### config.mk
export PLATFORM = sky130hd
export DESIGN_NAME = peripheral_dma_register_block_flat
export DESIGN_NICKNAME = d
export VERILOG_FILES = /design/src/sv/pdma_pkg.sv /design/src/sv/pdma_req_if.sv /design/src/sv/pdma_rsp_if.sv /design/src/sv/peripheral_dma_register_block.sv /design/src/sv/pdma_in_stage.sv /design/src/sv/pdma_regs.sv /design/src/flat_wrapper.sv
export VERILOG_INCLUDE_DIRS = /design/src /design/src/sv
export SDC_FILE = /design/constraint.sdc
export NUM_CORES = 1
export LEC_CHECK = 0
export ABC_AREA = 1
export BUFFER_PORTS_ARGS = -buffer_cell sky130_fd_sc_hd__buf_2
export CORE_MARGIN = 3
export CORE_UTILIZATION = 50
export CTS_CLUSTER_SIZE = 25
export DETAILED_ROUTE_END_ITERATION = 16
export GPL_ROUTABILITY_DRIVEN = 0
export PLACE_DENSITY_LB_ADDON = 0.15
export REMOVE_ABC_BUFFERS = 1
export SYNTH_ARGS = -nofsm -noshare
export SYNTH_HDL_FRONTEND = slang
export SYNTH_SLANG_ARGS = --single-unit
### constraint.sdc
create_clock -name i_clk -period 4.68 [get_ports i_clk]
set_input_delay 0.936 -clock i_clk [delete_from_list [all_inputs] [get_ports i_clk]]
set_output_delay 0.936 -clock i_clk [all_outputs]
set_load 0.03 [all_outputs]
### src/sv/peripheral_dma_register_block_assert.svh
// Assertion macros shared by the peripheral DMA register block RTL.
// Depends on nothing; included by the files that carry concurrent assertions.
`ifndef PERIPHERAL_DMA_REGISTER_BLOCK_ASSERT_SVH
`define PERIPHERAL_DMA_REGISTER_BLOCK_ASSERT_SVH

// Same-cycle implication, disabled while reset is asserted.
`define PDMA_ASSERT_IMPL(LBL, CLK, RSTN, ANT, CON, MSG) \
    LBL: assert property (@(posedge CLK) disable iff (!RSTN) (ANT) |-> (CON)) \
        else $error(MSG);

// Next-cycle implication, disabled while reset is asserted.
`define PDMA_ASSERT_NEXT(LBL, CLK, RSTN, ANT, CON, MSG) \
    LBL: assert property (@(posedge CLK) disable iff (!RSTN) (ANT) |=> (CON)) \
        else $error(MSG);

`endif

### src/sv/pdma_pkg.sv
// Types and constants of the peripheral DMA register block.
// Depends on nothing; used by every module of the block.
`default_nettype none

package pdma_pkg;

    localparam logic CMD_READ  = 1'b0;
    localparam logic CMD_WRITE = 1'b1;

    localparam logic [3:0] REG_DRAM_ADDR  = 4'd0;
    localparam logic [3:0] REG_CART_ADDR  = 4'd1;
    localparam logic [3:0] REG_RD_LEN     = 4'd2;
    localparam logic [3:0] REG_WR_LEN     = 4'd3;
    localparam logic [3:0] REG_STATUS     = 4'd4;
    localparam logic [3:0] REG_STUB_FIRST = 4'd5;
    localparam logic [3:0] REG_STUB_LAST  = 4'd12;

    localparam int unsigned STATUS_CLR_IRQ_BIT = 1;
    localparam int unsigned STATUS_IRQ_BIT     = 3;

    localparam int unsigned LEN_W     = 25;
    localparam int unsigned DRAM_AW   = 23;
    localparam int unsigned STUB_CNT  = 8;

    localparam logic [31:0] CART_ALIGN_MASK = 32'hFFFF_FFFE;
    localparam logic [31:0] DRAM_ALIGN_MASK = 32'h007F_FFFE;
    localparam logic [31:0] CART_MASK_RESET = 32'hFFFF_FFFF;

    typedef struct packed {
        logic        command;
        logic [3:0]  register_index;
        logic [31:0] write_data;
    } t_req;

    typedef struct packed {
        logic [31:0]        read_data;
        logic               access_error;
        logic               dma_start;
        logic               dma_to_cart;
        logic [DRAM_AW-1:0] dma_dram_address;
        logic [31:0]        dma_cart_address;
        logic [LEN_W-1:0]   dma_length;
        logic               interrupt_level;
    } t_rsp;

endpackage

`default_nettype wire

### src/sv/pdma_req_if.sv
// Request channel of the peripheral DMA register block: one bus access.
// Depends on nothing.
`default_nettype none

interface pdma_req_if;
    logic        valid;
    logic        ready;
    logic        command;
    logic [3:0]  register_index;
    logic [31:0] write_data;

    modport source (output valid, output command, output register_index,
                    output write_data, input ready);
    modport sink   (input valid, input command, input register_index,
                    input write_data, output ready);
endinterface

`default_nettype wire

### src/sv/pdma_rsp_if.sv
// Result channel of the peripheral DMA register block: read data and DMA launch.
// Depends on nothing.
`default_nettype none

interface pdma_rsp_if;
    logic        valid;
    logic        ready;
    logic [31:0] read_data;
    logic        access_error;
    logic        dma_start;
    logic        dma_to_cart;
    logic [22:0] dma_dram_address;
    logic [31:0] dma_cart_address;
    logic [24:0] dma_length;
    logic        interrupt_level;

    modport source (output valid, output read_data, output access_error,
                    output dma_start, output dma_to_cart, output dma_dram_address,
                    output dma_cart_address, output dma_length,
                    output interrupt_level, input ready);
    modport sink   (input valid, input read_data, input access_error,
                    input dma_start, input dma_to_cart, input dma_dram_address,
                    input dma_cart_address, input dma_length,
                    input interrupt_level, output ready);
endinterface

`default_nettype wire

### src/sv/peripheral_dma_register_block.sv
// Top level of the peripheral DMA register block: request register, register
// file and result register. Depends on pdma_pkg, the two channel interfaces,
// pdma_in_stage, pdma_regs and the assertion macro header.
`default_nettype none
`include "peripheral_dma_register_block_assert.svh"

// This block serves one bus request per clock cycle while the result side does
// not stall: a read or write of one word register of the cartridge peripheral
// interface. Each request passes through the input register and then the
// result register, and a new request can be accepted before the last one has
// left; each request reads and writes the pointer and length registers in the
// same cycle, as it leaves the input register. Writing register 2 (DRAM to
// cartridge) or register 3 (cartridge to DRAM) launches a transfer: the result
// carries dma_start with the aligned DRAM address, the cartridge address masked
// by the configured ROM mask, and the byte count, and the interrupt flag is
// raised. The DRAM address on the result is limited to DRAM_ADDRESS_BITS bits.
// Writing the status register with bit 1 set clears the interrupt; reading it
// shows the flag at bit 3. Indices 5 to 12 are byte-wide stub registers and
// indices 13 to 15 report an access error. When the result side stalls, the
// result register holds and the input register can still take one more
// request. The cartridge mask is written through its own write channel, which
// is always ready, and should be changed only while no request is in flight.
module peripheral_dma_register_block #(
    parameter int unsigned DRAM_ADDRESS_BITS = 23
) (
    input  wire logic        i_clk,
    input  wire logic        i_rst_n,
    pdma_req_if.sink         i_req,
    pdma_rsp_if.source       o_rsp,
    input  wire logic        i_cfg_valid,
    output logic             o_cfg_ready,
    input  wire logic [31:0] i_cfg_wdata
);

    // Bits of the emitted DRAM address that survive the address space limit.
    localparam int unsigned DramKeep = (DRAM_ADDRESS_BITS < pdma_pkg::DRAM_AW)
                                     ? DRAM_ADDRESS_BITS : pdma_pkg::DRAM_AW;
    localparam logic [pdma_pkg::DRAM_AW-1:0] DramOutMask =
        pdma_pkg::DRAM_AW'((64'd1 << DramKeep) - 64'd1);

    logic           cfg_we;
    logic [31:0]    r_cart_mask;
    pdma_pkg::t_req s1_item;
    logic           s1_valid;
    logic           s1_advance;
    logic           s1_fire;
    pdma_pkg::t_rsp s1_rsp;
    logic           r_out_valid;
    pdma_pkg::t_rsp r_out, n_out;

    // The mask register accepts a write in any cycle.
    assign o_cfg_ready = 1'b1;
    assign cfg_we      = i_cfg_valid && o_cfg_ready;

    always_ff @(posedge i_clk) begin
        if (!i_rst_n) begin
            r_cart_mask <= pdma_pkg::CART_MASK_RESET;
        end else if (cfg_we) begin
            r_cart_mask <= i_cfg_wdata;
        end
    end

    // The request in the input register moves on when the result register is
    // empty or is being emptied by the consumer in this cycle.
    assign s1_advance = !r_out_valid || o_rsp.ready;
    assign s1_fire    = s1_valid && s1_advance;

    pdma_in_stage u_in_stage (
        .i_clk     (i_clk),
        .i_rst_n   (i_rst_n),
        .i_req     (i_req),
        .i_advance (s1_advance),
        .o_item    (s1_item),
        .o_valid   (s1_valid)
    );

    pdma_regs u_regs (
        .i_clk       (i_clk),
        .i_rst_n     (i_rst_n),
        .i_fire      (s1_fire),
        .i_item      (s1_item),
        .i_cart_mask (r_cart_mask),
        .o_rsp       (s1_rsp)
    );

    always_comb begin
        n_out                  = s1_rsp;
        n_out.dma_dram_address = s1_rsp.dma_dram_address & DramOutMask;
    end

    always_ff @(posedge i_clk) begin
        if (!i_rst_n) begin
            r_out_valid <= 1'b0;
        end else if (s1_advance) begin
            r_out_valid <= s1_valid;
        end
    end

    always_ff @(posedge i_clk) begin
        if (s1_fire) begin
            r_out <= n_out;
        end
    end

    assign o_rsp.valid            = r_out_valid;
    assign o_rsp.read_data        = r_out.read_data;
    assign o_rsp.access_error     = r_out.access_error;
    assign o_rsp.dma_start        = r_out.dma_start;
    assign o_rsp.dma_to_cart      = r_out.dma_to_cart;
    assign o_rsp.dma_dram_address = r_out.dma_dram_address;
    assign o_rsp.dma_cart_address = r_out.dma_cart_address;
    assign o_rsp.dma_length       = r_out.dma_length;
    assign o_rsp.interrupt_level  = r_out.interrupt_level;

    // A launched transfer always leaves the interrupt raised.
    `PDMA_ASSERT_IMPL(a_dma_raises_irq, i_clk, i_rst_n,
        o_rsp.valid && o_rsp.dma_start, o_rsp.interrupt_level,
        "transfer result without interrupt")
    // An accepted request must occupy the input register in the next cycle.
    `PDMA_ASSERT_NEXT(a_req_captured, i_clk, i_rst_n,
        i_rst_n && i_req.valid && i_req.ready, s1_valid,
        "accepted request was lost")
    // A request leaving the input register must land in the result register.
    `PDMA_ASSERT_NEXT(a_rsp_captured, i_clk, i_rst_n,
        i_rst_n && s1_fire, r_out_valid,
        "processed request produced no result")
    // A transfer has an even DRAM address and at most 16 MiB of length.
    `PDMA_ASSERT_IMPL(a_dma_shape, i_clk, i_rst_n,
        o_rsp.valid && o_rsp.dma_start,
        !o_rsp.dma_dram_address[0] && (o_rsp.dma_length <= 25'h100_0000),
        "malformed transfer")
    // An access error never launches a transfer nor returns data.
    `PDMA_ASSERT_IMPL(a_error_quiet, i_clk, i_rst_n,
        o_rsp.valid && o_rsp.access_error,
        !o_rsp.dma_start && (o_rsp.read_data == 32'd0),
        "access error with side effects")

endmodule

`default_nettype wire

### src/sv/pdma_in_stage.sv
// Input register of the peripheral DMA register block.
// Depends on pdma_pkg and pdma_req_if.
`default_nettype none

module pdma_in_stage (
    input  wire logic          i_clk,
    input  wire logic          i_rst_n,
    pdma_req_if.sink           i_req,
    input  wire logic          i_advance,
    output pdma_pkg::t_req     o_item,
    output logic               o_valid
);

    logic           r_valid;
    pdma_pkg::t_req r_item;
    logic           in_ready;

    // The stage takes a new request whenever it is empty or drains this cycle.
    assign in_ready    = !r_valid || i_advance;
    assign i_req.ready = in_ready;

    always_ff @(posedge i_clk) begin
        if (!i_rst_n) begin
            r_valid <= 1'b0;
        end else if (in_ready) begin
            r_valid <= i_req.valid;
        end
    end

    always_ff @(posedge i_clk) begin
        if (in_ready && i_req.valid) begin
            r_item.command        <= i_req.command;
            r_item.register_index <= i_req.register_index;
            r_item.write_data     <= i_req.write_data;
        end
    end

    assign o_item  = r_item;
    assign o_valid = r_valid;

endmodule

`default_nettype wire

### src/sv/pdma_regs.sv
// Register file and access decode of the peripheral DMA register block.
// Depends on pdma_pkg.
`default_nettype none

module pdma_regs (
    input  wire logic           i_clk,
    input  wire logic           i_rst_n,
    input  wire logic           i_fire,
    input  wire pdma_pkg::t_req i_item,
    input  wire logic [31:0]    i_cart_mask,
    output pdma_pkg::t_rsp      o_rsp
);

    logic [31:0]                r_dram_ptr, n_dram_ptr;
    logic [31:0]                r_cart_ptr, n_cart_ptr;
    logic [pdma_pkg::LEN_W-1:0] r_rd_len, n_rd_len;
    logic [pdma_pkg::LEN_W-1:0] r_wr_len, n_wr_len;
    logic                       r_irq, n_irq;
    logic [7:0]                 r_stub [pdma_pkg::STUB_CNT];
    logic                       stub_we;

    logic [2:0]                 stub_sel;
    logic [31:0]                cart_al;
    logic [31:0]                dram_al;
    logic [pdma_pkg::LEN_W-1:0] len_raw;
    logic [pdma_pkg::LEN_W-1:0] mis;
    logic [pdma_pkg::LEN_W-1:0] len;
    logic                       is_write;

    assign is_write = (i_item.command == pdma_pkg::CMD_WRITE);
    assign stub_sel = 3'(i_item.register_index - pdma_pkg::REG_STUB_FIRST);

    // Transfer setup: align both addresses, then trim the length by the
    // DRAM misalignment, clamping at zero.
    assign cart_al = r_cart_ptr & pdma_pkg::CART_ALIGN_MASK;
    assign dram_al = r_dram_ptr & pdma_pkg::DRAM_ALIGN_MASK;
    assign len_raw = {1'b0, i_item.write_data[23:0]} + 25'd1;
    assign mis     = {22'd0, dram_al[2:0]};
    assign len     = (len_raw > mis) ? (len_raw - mis) : '0;

    always_comb begin
        n_dram_ptr = r_dram_ptr;
        n_cart_ptr = r_cart_ptr;
        n_rd_len   = r_rd_len;
        n_wr_len   = r_wr_len;
        n_irq      = r_irq;
        stub_we    = 1'b0;
        o_rsp      = '0;

        if (is_write) begin
            unique case (i_item.register_index) inside
                pdma_pkg::REG_DRAM_ADDR: n_dram_ptr = i_item.write_data;
                pdma_pkg::REG_CART_ADDR: n_cart_ptr = i_item.write_data;
                pdma_pkg::REG_RD_LEN, pdma_pkg::REG_WR_LEN: begin
                    if (i_item.register_index == pdma_pkg::REG_RD_LEN) begin
                        n_rd_len = len;
                    end else begin
                        n_wr_len = len;
                    end
                    o_rsp.dma_start        = 1'b1;
                    o_rsp.dma_to_cart      = (i_item.register_index == pdma_pkg::REG_RD_LEN);
                    o_rsp.dma_dram_address = dram_al[pdma_pkg::DRAM_AW-1:0];
                    o_rsp.dma_cart_address = cart_al & i_cart_mask;
                    o_rsp.dma_length       = len;
                    n_dram_ptr             = dram_al + {7'd0, len};
                    n_cart_ptr             = cart_al + {7'd0, len};
                    n_irq                  = 1'b1;
                end
                pdma_pkg::REG_STATUS: begin
                    if (i_item.write_data[pdma_pkg::STATUS_CLR_IRQ_BIT]) begin
                        n_irq = 1'b0;
                    end
                end
                [pdma_pkg::REG_STUB_FIRST:pdma_pkg::REG_STUB_LAST]: stub_we = 1'b1;
                default: o_rsp.access_error = 1'b1;
            endcase
        end else begin
            unique case (i_item.register_index) inside
                pdma_pkg::REG_DRAM_ADDR: o_rsp.read_data = r_dram_ptr;
                pdma_pkg::REG_CART_ADDR: o_rsp.read_data = r_cart_ptr;
                pdma_pkg::REG_RD_LEN:    o_rsp.read_data = {7'd0, r_rd_len};
                pdma_pkg::REG_WR_LEN:    o_rsp.read_data = {7'd0, r_wr_len};
                pdma_pkg::REG_STATUS:    o_rsp.read_data[pdma_pkg::STATUS_IRQ_BIT] = r_irq;
                [pdma_pkg::REG_STUB_FIRST:pdma_pkg::REG_STUB_LAST]:
                    o_rsp.read_data = {24'd0, r_stub[stub_sel]};
                default: o_rsp.access_error = 1'b1;
            endcase
        end

        o_rsp.interrupt_level = n_irq;
    end

    always_ff @(posedge i_clk) begin
        if (!i_rst_n) begin
            r_dram_ptr <= '0;
            r_cart_ptr <= '0;
            r_rd_len   <= '0;
            r_wr_len   <= '0;
            r_irq      <= 1'b0;
            for (int k = 0; k < pdma_pkg::STUB_CNT; k++) begin
                r_stub[k] <= '0;
            end
        end else if (i_fire) begin
            r_dram_ptr <= n_dram_ptr;
            r_cart_ptr <= n_cart_ptr;
            r_rd_len   <= n_rd_len;
            r_wr_len   <= n_wr_len;
            r_irq      <= n_irq;
            if (stub_we) begin
                r_stub[stub_sel] <= i_item.write_data[7:0];
            end
        end
    end

endmodule

`default_nettype wire

### src/flat_wrapper.sv
// flat-port wrapper written by rule: the top's interface ports become plain ports
module peripheral_dma_register_block_flat 
#(
    parameter int unsigned DRAM_ADDRESS_BITS = 23
)
  (i_clk, i_rst_n, i_cfg_valid, o_cfg_ready, i_cfg_wdata, i_req_valid, i_req_command, i_req_register_index, i_req_write_data, i_req_ready, o_rsp_valid, o_rsp_read_data, o_rsp_access_error, o_rsp_dma_start, o_rsp_dma_to_cart, o_rsp_dma_dram_address, o_rsp_dma_cart_address, o_rsp_dma_length, o_rsp_interrupt_level, o_rsp_ready);
  pdma_req_if i_req_i ();
  pdma_rsp_if o_rsp_i ();
  input  wire logic i_clk;
  input  wire logic i_rst_n;
  input  wire logic i_cfg_valid;
  output logic o_cfg_ready;
  input  wire logic [31:0] i_cfg_wdata;
  input wire logic [$bits(i_req_i.valid)-1:0] i_req_valid;
  input wire logic [$bits(i_req_i.command)-1:0] i_req_command;
  input wire logic [$bits(i_req_i.register_index)-1:0] i_req_register_index;
  input wire logic [$bits(i_req_i.write_data)-1:0] i_req_write_data;
  output wire logic [$bits(i_req_i.ready)-1:0] i_req_ready;
  output wire logic [$bits(o_rsp_i.valid)-1:0] o_rsp_valid;
  output wire logic [$bits(o_rsp_i.read_data)-1:0] o_rsp_read_data;
  output wire logic [$bits(o_rsp_i.access_error)-1:0] o_rsp_access_error;
  output wire logic [$bits(o_rsp_i.dma_start)-1:0] o_rsp_dma_start;
  output wire logic [$bits(o_rsp_i.dma_to_cart)-1:0] o_rsp_dma_to_cart;
  output wire logic [$bits(o_rsp_i.dma_dram_address)-1:0] o_rsp_dma_dram_address;
  output wire logic [$bits(o_rsp_i.dma_cart_address)-1:0] o_rsp_dma_cart_address;
  output wire logic [$bits(o_rsp_i.dma_length)-1:0] o_rsp_dma_length;
  output wire logic [$bits(o_rsp_i.interrupt_level)-1:0] o_rsp_interrupt_level;
  input wire logic [$bits(o_rsp_i.ready)-1:0] o_rsp_ready;
  assign i_req_i.valid = i_req_valid;
  assign i_req_i.command = i_req_command;
  assign i_req_i.register_index = i_req_register_index;
  assign i_req_i.write_data = i_req_write_data;
  assign i_req_ready = i_req_i.ready;
  assign o_rsp_valid = o_rsp_i.valid;
  assign o_rsp_read_data = o_rsp_i.read_data;
  assign o_rsp_access_error = o_rsp_i.access_error;
  assign o_rsp_dma_start = o_rsp_i.dma_start;
  assign o_rsp_dma_to_cart = o_rsp_i.dma_to_cart;
  assign o_rsp_dma_dram_address = o_rsp_i.dma_dram_address;
  assign o_rsp_dma_cart_address = o_rsp_i.dma_cart_address;
  assign o_rsp_dma_length = o_rsp_i.dma_length;
  assign o_rsp_interrupt_level = o_rsp_i.interrupt_level;
  assign o_rsp_i.ready = o_rsp_ready;
  peripheral_dma_register_block #(.DRAM_ADDRESS_BITS(DRAM_ADDRESS_BITS)) u_core (.i_clk(i_clk), .i_rst_n(i_rst_n), .i_req(i_req_i), .o_rsp(o_rsp_i), .i_cfg_valid(i_cfg_valid), .o_cfg_ready(o_cfg_ready), .i_cfg_wdata(i_cfg_wdata));
endmodule
==> run_results.csv, run 1 <==
group,metric,value,unit
clock_tree,root_buffer,"clkbuf_16",
clock_tree,hold_buffers,0,
worst_setup_path,rr_endpoint,"u_core.o_rsp.dma_length[1]$_SDFFCE_PN0P_",
drt,drc,0,
clock_tree,clk_pin_slew,0.06,ns
grt,antenna_found_initial,1,
pwr,clkPwrFrac,0.405,
finish,utilization,0.646,
pwr,intPower,0.00564,W
place,post-dp-hpwl,38.8,mm
clock_tree,cts_tree,"done",
timing,final_max_slew_viol_count,0,
finish,n_antenna_cell,0,
finish,fillers,2947,
worst_setup_path,crit_path_frequent_cell,"buf_4",
logic_synthesis,synth_cell_types,59,
job,drv_cap,0,
worst_setup_path,ff2ff_path_depth,35,
drt,wirelength,56.7,mm
worst_setup_path,cp.arrival,5.08,ns
die,die_y,197,um
finish,layout.nets,2634,
drt,dr.pass1.iters,5,
timing,final-hold-violation-count,0,
timing,layout_min_cycle_time,4.66,ns
grt,grt_pass1_vias,16100,
drt,wl_per_cell,18.9,um
place,port_buffers,188,
place,dp_cells,2879,
timing,worst_pin_slew,0.916,ns
logic_synthesis,synth.avg_cell_area,8.54,um^2
worst_setup_path,worst-setup-path-type,"reg2reg",
worst_setup_path,crit_slowest_cell,"edfxtp_1",
worst_setup_path,cp-start-kind,"flop",
finish,fin_area,23000,um^2
logic_synthesis,yosysSeqAreaShare,0.519,
logic_synthesis,ys_async_sr_fraction,0,
logic_synthesis,ys_ff_latch,363,
timing,period_share,0.996,
logic_synthesis,synthTopCellsByCount,"391 x nand2_1, 322 x nor2_1, 215 x edfxtp_1, 186 x a21oi_1, 186 x o21ai_0",
outcome,outcome,"finished, final reports clean",
drt,drt-initial-drc-count,1418,
logic_synthesis,syn-cell-area,18200,um^2
pwr,powerDensity,331,nW/um^2
die,io_pins,193,
timing,fmax,214,MHz
finish,syn2layout_area_growth,26.8,%
worst_setup_path,rrSetupSlack,0.02,ns
pwr,p_switching,0.00200,W
timing,fin_worst_hold_slack,0.458,ns
pwr,seq_power_share,0.468,
grt,grt_max_degree,75,
worst_setup_path,crit_path_end,"u_core.o_rsp.dma_length[1]$_SDFFCE_PN0P_",
pwr,total_power,0.00763,W
grt,overflow,0,
place,postPlaceCellArea,20800,um^2
die,fp.coreArea,35700,um^2
logic_synthesis,yosysWarningCount,0,
finish,drive_gt1_frac,0.267,
clock_tree,clk_path_buf_depth,3,
clock_tree,clk_latency,0.57,ns
logic_synthesis,synth_top_area_share,0.356,
pwr,worst_ir_drop_vdd,0.256,mV
die,initial_core_util,0.509,
logic_synthesis,synth_area_leader_cell,"edfxtp_1",
pwr,p_comb_frac,0.126,
grt,grt_pass1_wl,86.7,mm
worst_setup_path,required,5.10,ns
worst_setup_path,max_stage_delay,0.39,ns
worst_setup_path,r2r-start,"u_core.u_in_stage.o_item[0]$_DFFE_PP_",
clock_tree,clock_sinks,363,
logic_synthesis,syn_inst,2126,
logic_synthesis,synth.area.top_cells,"edfxtp_1 36%, dfxtp_1 16%, nand2_1 8.1%",
drt,ant_nets,0,
worst_setup_path,setup.worst_path.start,"u_core.u_in_stage.o_item[0]$_DFFE_PP_",
grt,grt_usage,0.284,
logic_synthesis,synth_most_common_cell,"nand2_1",
drt,vias,16800,
pwr,leakage,9.70,nW
die,fp.dieW,197,um
timing,skew,0.0216,ns
timing,relSlewSlack,0.386,
die,fp-row-count,69,
logic_synthesis,synth-main-ff-cell,"edfxtp_1",
worst_hold_path,min-delay-path-class,"reg2reg",
clock_tree,htreeDepth,2,
pwr,netSwitchingFraction,0.262,
timing,final-setup-viol-count,0,
worst_setup_path,endpoint_kind,"flop",
timing,rsz0062_at_grt,"true",
drt,vias_per_cell,5.61,
worst_setup_path,crit_fanout,6,
die,dieArea,38600,um^2
clock_tree,cts_made_buffers,40,
logic_synthesis,synth_enable_flop_cells,215,
finish,fin_cells,2997,
## layout make-up
type	instances	area [um^2]	area share
well taps	461	577	0.0250
clock buffers	56	1120	0.0487
flip-flops and latches	363	9420	0.409
clock inverters	18	159	0.00690
multi-input cells	1495	8310	0.361
repair buffers	423	2760	0.120
inverters	181	689	0.0299
## metrics by stage
step,setup slack (ns),setup TNS [ns]
after floorplan,-1.32,-133.68
after global placement,-0.357,-2.56
after detailed placement,-0.475,-4.63
after CTS,-0.0565,-0.143
after global routing,-0.0777,-0.794
final,0.0165,0
## worst min-delay path by stage
| stage | from | to | slack, ns | cells past startpoint |
|---|---|---|---|---|
| floorplan | u_core.r_cart_mask[10]$_SDFFE_PN1P_ | u_core.r_cart_mask[10]$_SDFFE_PN1P_ | 0.43 | 2 |
| global placement | u_core.r_cart_mask[6]$_SDFFE_PN1P_ | u_core.r_cart_mask[6]$_SDFFE_PN1P_ | 0.44 | 2 |
| detailed placement | u_core.r_cart_mask[28]$_SDFFE_PN1P_ | u_core.r_cart_mask[28]$_SDFFE_PN1P_ | 0.45 | 2 |
| CTS | u_core.r_cart_mask[28]$_SDFFE_PN1P_ | u_core.r_cart_mask[28]$_SDFFE_PN1P_ | 0.46 | 2 |
| global route | u_core.r_cart_mask[7]$_SDFFE_PN1P_ | u_core.r_cart_mask[7]$_SDFFE_PN1P_ | 0.49 | 2 |
| finish | u_core.r_cart_mask[28]$_SDFFE_PN1P_ | u_core.r_cart_mask[28]$_SDFFE_PN1P_ | 0.46 | 2 |
## cells in the final DEF (no fill, tap or decap), types with 27 or more instances in the layout
cell	netlist	layout
clkbuf_16	0	42
buf_4	3	230
ha_1	53	43
nand3_1	96	88
a21oi_1	186	164
nand2_1	391	367
inv_1	163	149
a221oi_1	30	27
a31oi_1	37	36
dfxtp_1	148	148
edfxtp_1	215	215
buf_2	3	187
nand2_2	15	29
o21ai_0	186	173
nor2_1	322	307
## routing by layer
metal,vias up,part of all wire,global-route usage
met1,7991,0.43,0.387
met2,687,0.47,0.463
met5,-,0.00023,0
li1,8001,-,-
met3,122,0.070,0.0409
met4,2,0.033,0.109
## kinds of logic (layout without fill, tap and decap cells)
group / after synthesis / count (layout) / synth area share
AND/OR/NAND/NOR: 917 / 917 / 0.219
AO/OA/AOI/OAI: 488 / 488 / 0.150
flip-flops: 363 / 363 / 0.519
buffers and inverters: 269 / 678 / 0.0571
adder cells (fa/ha/maj): 56 / 56 / 0.0398
XOR/XNOR: 27 / 27 / 0.0130
multiplexers: 4 / 4 / 0.00221
other: 2 / 3 / 0.000414
## critical path, delay by kind of cell (launching register included)
kind | cells | cell delay, ns
and+or+nand+nor | 9 | 0.79
buffers and inverters | 23 | 2.60
adders and majority gates | 3 | 0.69
DFF | 1 | 0.39
## power groups by stage
stage | clock (W) | sequential [W] | combinational [W]
floorplan | 0 | 0.00373 | 0.000387
global placement | 0 | 0.00364 | 0.000852
detailed placement | 0 | 0.00364 | 0.000864
CTS | 0.00314 | 0.00357 | 0.000913
global route | 0.00327 | 0.00358 | 0.00104
finish | 0.00309 | 0.00358 | 0.000964
## state kept, by name, summed over array words and instances (netlist names), named ones only
register                       cells
u_core.o_rsp.access_error          1
u_core.u_regs.r_dram_ptr          31
u_core.u_in_stage.o_item          37
u_core.o_rsp.dma_cart_address     31
u_core.u_regs.r_rd_len            25
u_core.o_rsp.dma_length           25
u_core.r_cart_mask                31
u_core.o_rsp.read_data            32
u_core.o_rsp.interrupt_level       1
u_core.o_rsp.dma_start             1
u_core.u_regs.r_cart_ptr          32
u_core.o_rsp.dma_to_cart           1
u_core.u_regs.r_stub              64
u_core.o_rsp.dma_dram_address     22
u_core.u_in_stage.o_valid          1
u_core.u_regs.r_wr_len            25
u_core.u_regs.r_irq                1
u_core.o_rsp.valid                 1
## timing repair
item | 4_1_cts | 5_1_grt
pin swaps | 27 | 53
gates cloned | 0 | 1
setup buffers | 34 | 12
resized for setup | 67 | 93
setup endpoints to repair | 22 | 40
endpoints found under the hold margin | 0 | 0
Note: power is estimated with default switching activity, not from simulation.
==> run 2, diff against run 1 <==
--- a/config.mk
+++ b/config.mk
@@ -18,3 +18,4 @@
 export SYNTH_ARGS = -nofsm -noshare
 export SYNTH_HDL_FRONTEND = slang
 export SYNTH_SLANG_ARGS = --single-unit
+export TNS_END_PERCENT = 30
==> constraint.sdc (replaced) <==
create_clock -name i_clk -period 4.68 [get_ports i_clk]
set_input_delay 0.234 -clock i_clk [delete_from_list [all_inputs] [get_ports i_clk]]
set_output_delay 0.234 -clock i_clk [all_outputs]
set_load 0.03 [all_outputs]
==> run_results.csv, run 2 (synthesis gave the netlist of run 1 again) <==
group,metric,value,unit
outcome,outcome,"finished, violations left",
outcome,failed_checks,"negative setup slack",
die,die_y,197,um
pwr,worst_ir_drop_vdd,0.312,mV
worst_setup_path,cp.arrival,5.19,ns
worst_setup_path,cp-start-kind,"flop",
place,dp_cells,2856,
timing,skew,0.0119,ns
die,fp.coreArea,35700,um^2
worst_hold_path,min_path_cells,3,
worst_setup_path,endpoint_kind,"flop",
die,io_pins,193,
timing,rsz0062_at_grt,"true",
worst_hold_path,min-delay-path-class,"in2reg",
grt,antenna_found_initial,0,
die,fp-row-count,69,
clock_tree,clk_latency,0.55,ns
grt,grt_pass1_wl,85.7,mm
worst_setup_path,crit_slowest_cell,"edfxtp_1",
timing,final-setup-viol-count,2,
worst_hold_path,holdPathEnd,"u_core.r_cart_mask[21]$_SDFFE_PN1P_",
finish,top_register,"u_core.u_regs.r_stub",
worst_setup_path,crit_fanout,6,
worst_setup_path,critPathBufInv,7,
worst_setup_path,rrSetupSlack,-0.04,ns
drt,ant_nets,0,
finish,layout.nets,2666,
worst_setup_path,r2r-start,"u_core.u_in_stage.o_item[0]$_DFFE_PP_",
die,initial_core_util,0.509,
worst_hold_path,hold_start,"i_cfg_valid",
timing,setup-tns-final,-0.0818,ns
grt,grt_usage,0.280,
drt,wl_per_cell,18.8,um
finish,mostFrequentLayoutCells,"368 x nand2_1, 303 x nor2_1, 215 x edfxtp_1, 187 x buf_2, 183 x buf_4",
place,port_buffers,188,
finish,fin_cells,3027,
worst_setup_path,required,5.14,ns
drt,drc,0,
worst_setup_path,max_stage_delay,0.39,ns
grt,use_met3,0.0431,
drt,wirelength,56.9,mm
grt,overflow,0,
timing,setup_ws,-0.0446,ns
grt,grt_pass1_vias,15700,
worst_setup_path,crit_family,"simple AND/OR/NAND/NOR gates",
timing,relSlewSlack,0.395,
timing,period_share,1.01,
finish,drive_gt1_frac,0.254,
drt,dr.pass1.iters,7,
clock_tree,clk_path_buf_depth,3,
timing,layout_min_cycle_time,4.72,ns
clock_tree,htreeDepth,2,
worst_setup_path,ff2ff_path_depth,29,
timing,fmax,212,MHz
worst_setup_path,rr_endpoint,"u_core.u_regs.r_dram_ptr[21]$_SDFFE_PN0P_",
drt,vias_per_cell,5.58,
drt,drt-initial-drc-count,1579,
finish,fillers,2896,
timing,worst_pin_slew,0.902,ns
grt,grt_use_met1,0.387,
finish,syn2layout_area_growth,30.1,%
finish,n_antenna_cell,0,
pwr,powerDensity,329,nW/um^2
clock_tree,cts_tree,"done",
pwr,leakage,9.84,nW
finish,layout_commonest_cell,"nand2_1",
job,drv_cap,0,
finish,regArea,9420,um^2
place,post-dp-hpwl,38.7,mm
timing,final_max_slew_viol_count,0,
drt,vias,16900,
clock_tree,clock_sinks,363,
grt,grt_max_degree,87,
clock_tree,clk_pin_slew,0.07,ns
die,dieArea,38600,um^2
grt,met2_usage,0.459,
die,fp.dieW,197,um
clock_tree,root_buffer,"clkbuf_16",
grt,top_usage_layer,"met2",
clock_tree,cts_made_buffers,40,
finish,multiInputGateArea,8350,um^2
finish,largest_reg_flops,64,
timing,final-hold-violation-count,0,
worst_setup_path,worst-setup-path-type,"reg2reg",
## run 2: worst max path at each step
stage,start,end,slack [ns],cells after the start
final,u_core.u_in_stage.o_item[0]$_DFFE_PP_,u_core.u_regs.r_dram_ptr[21]$_SDFFE_PN0P_,-0.04,29
after global routing,u_core.u_in_stage.o_item[0]$_DFFE_PP_,u_core.u_regs.r_dram_ptr[21]$_SDFFE_PN0P_,-0.25,29
after CTS,u_core.u_in_stage.o_item[1]$_DFFE_PP_,u_core.u_regs.r_cart_ptr[22]$_SDFFE_PN0P_,0.003,28
after detailed placement,u_core.u_in_stage.o_item[0]$_DFFE_PP_,u_core.u_regs.r_cart_ptr[27]$_SDFFE_PN0P_,-0.27,34
after global placement,u_core.u_in_stage.o_item[0]$_DFFE_PP_,u_core.u_regs.r_cart_ptr[27]$_SDFFE_PN0P_,-0.15,34
after floorplan,u_core.u_in_stage.o_item[32]$_DFFE_PP_,u_core.u_regs.r_dram_ptr[23]$_SDFFE_PN0P_,-1.32,10
## run 2: layout make-up
class,instances,area share
Sequential cell,363,0.399
Multi-Input combinational cell,1495,0.354
Timing Repair Buffer,455,0.137
Clock buffer,59,0.0506
Inverter,181,0.0292
Tap cell,461,0.0244
Clock inverter,13,0.00646
## run 2: power breakdown
group          switching, W  internal, W
combinational      0.000628     0.000350
sequential        0.0000733      0.00350
clock               0.00128      0.00194
total               0.00198      0.00580
## run 2: metrics by stage
step	cell area, um^2	util	setup slack (ns)	hold WS, ns	power (W)
after global routing	23600	0.663	-0.255	0.192	0.00804
after detailed placement	20600	0.579	-0.267	0.412	0.00449
after global placement	20600	0.579	-0.150	0.410	0.00448
final	23600	0.663	-0.0446	0.169	0.00778
after floorplan	17800	-	-1.32	0.318	0.00412
after CTS	22800	0.639	0.00288	0.149	0.00774
## run 2: timing repair
item                                    4_1_cts  5_1_grt
resized for setup                            25      148
gates cloned                                  0        1
endpoints found under the hold margin        70        0
hold buffers                                 70        0
pin swaps                                     6       67
setup buffers                                 5       24
endpoints found under the setup margin       17       31
## run 2: tightest hold or removal path, cell delays in order
cell and delay, ns:
buf_2 0.25, nand2_1 0.11, nand3_1 0.07
## run 2: per-layer routing
layer	routed length, um	part of all wire	vias to the layer above
met5	0	0	-
met4	1880	0.033	0
met3	4200	0.074	144
met2	26700	0.47	758
met1	24100	0.42	7936
li1	-	-	8053
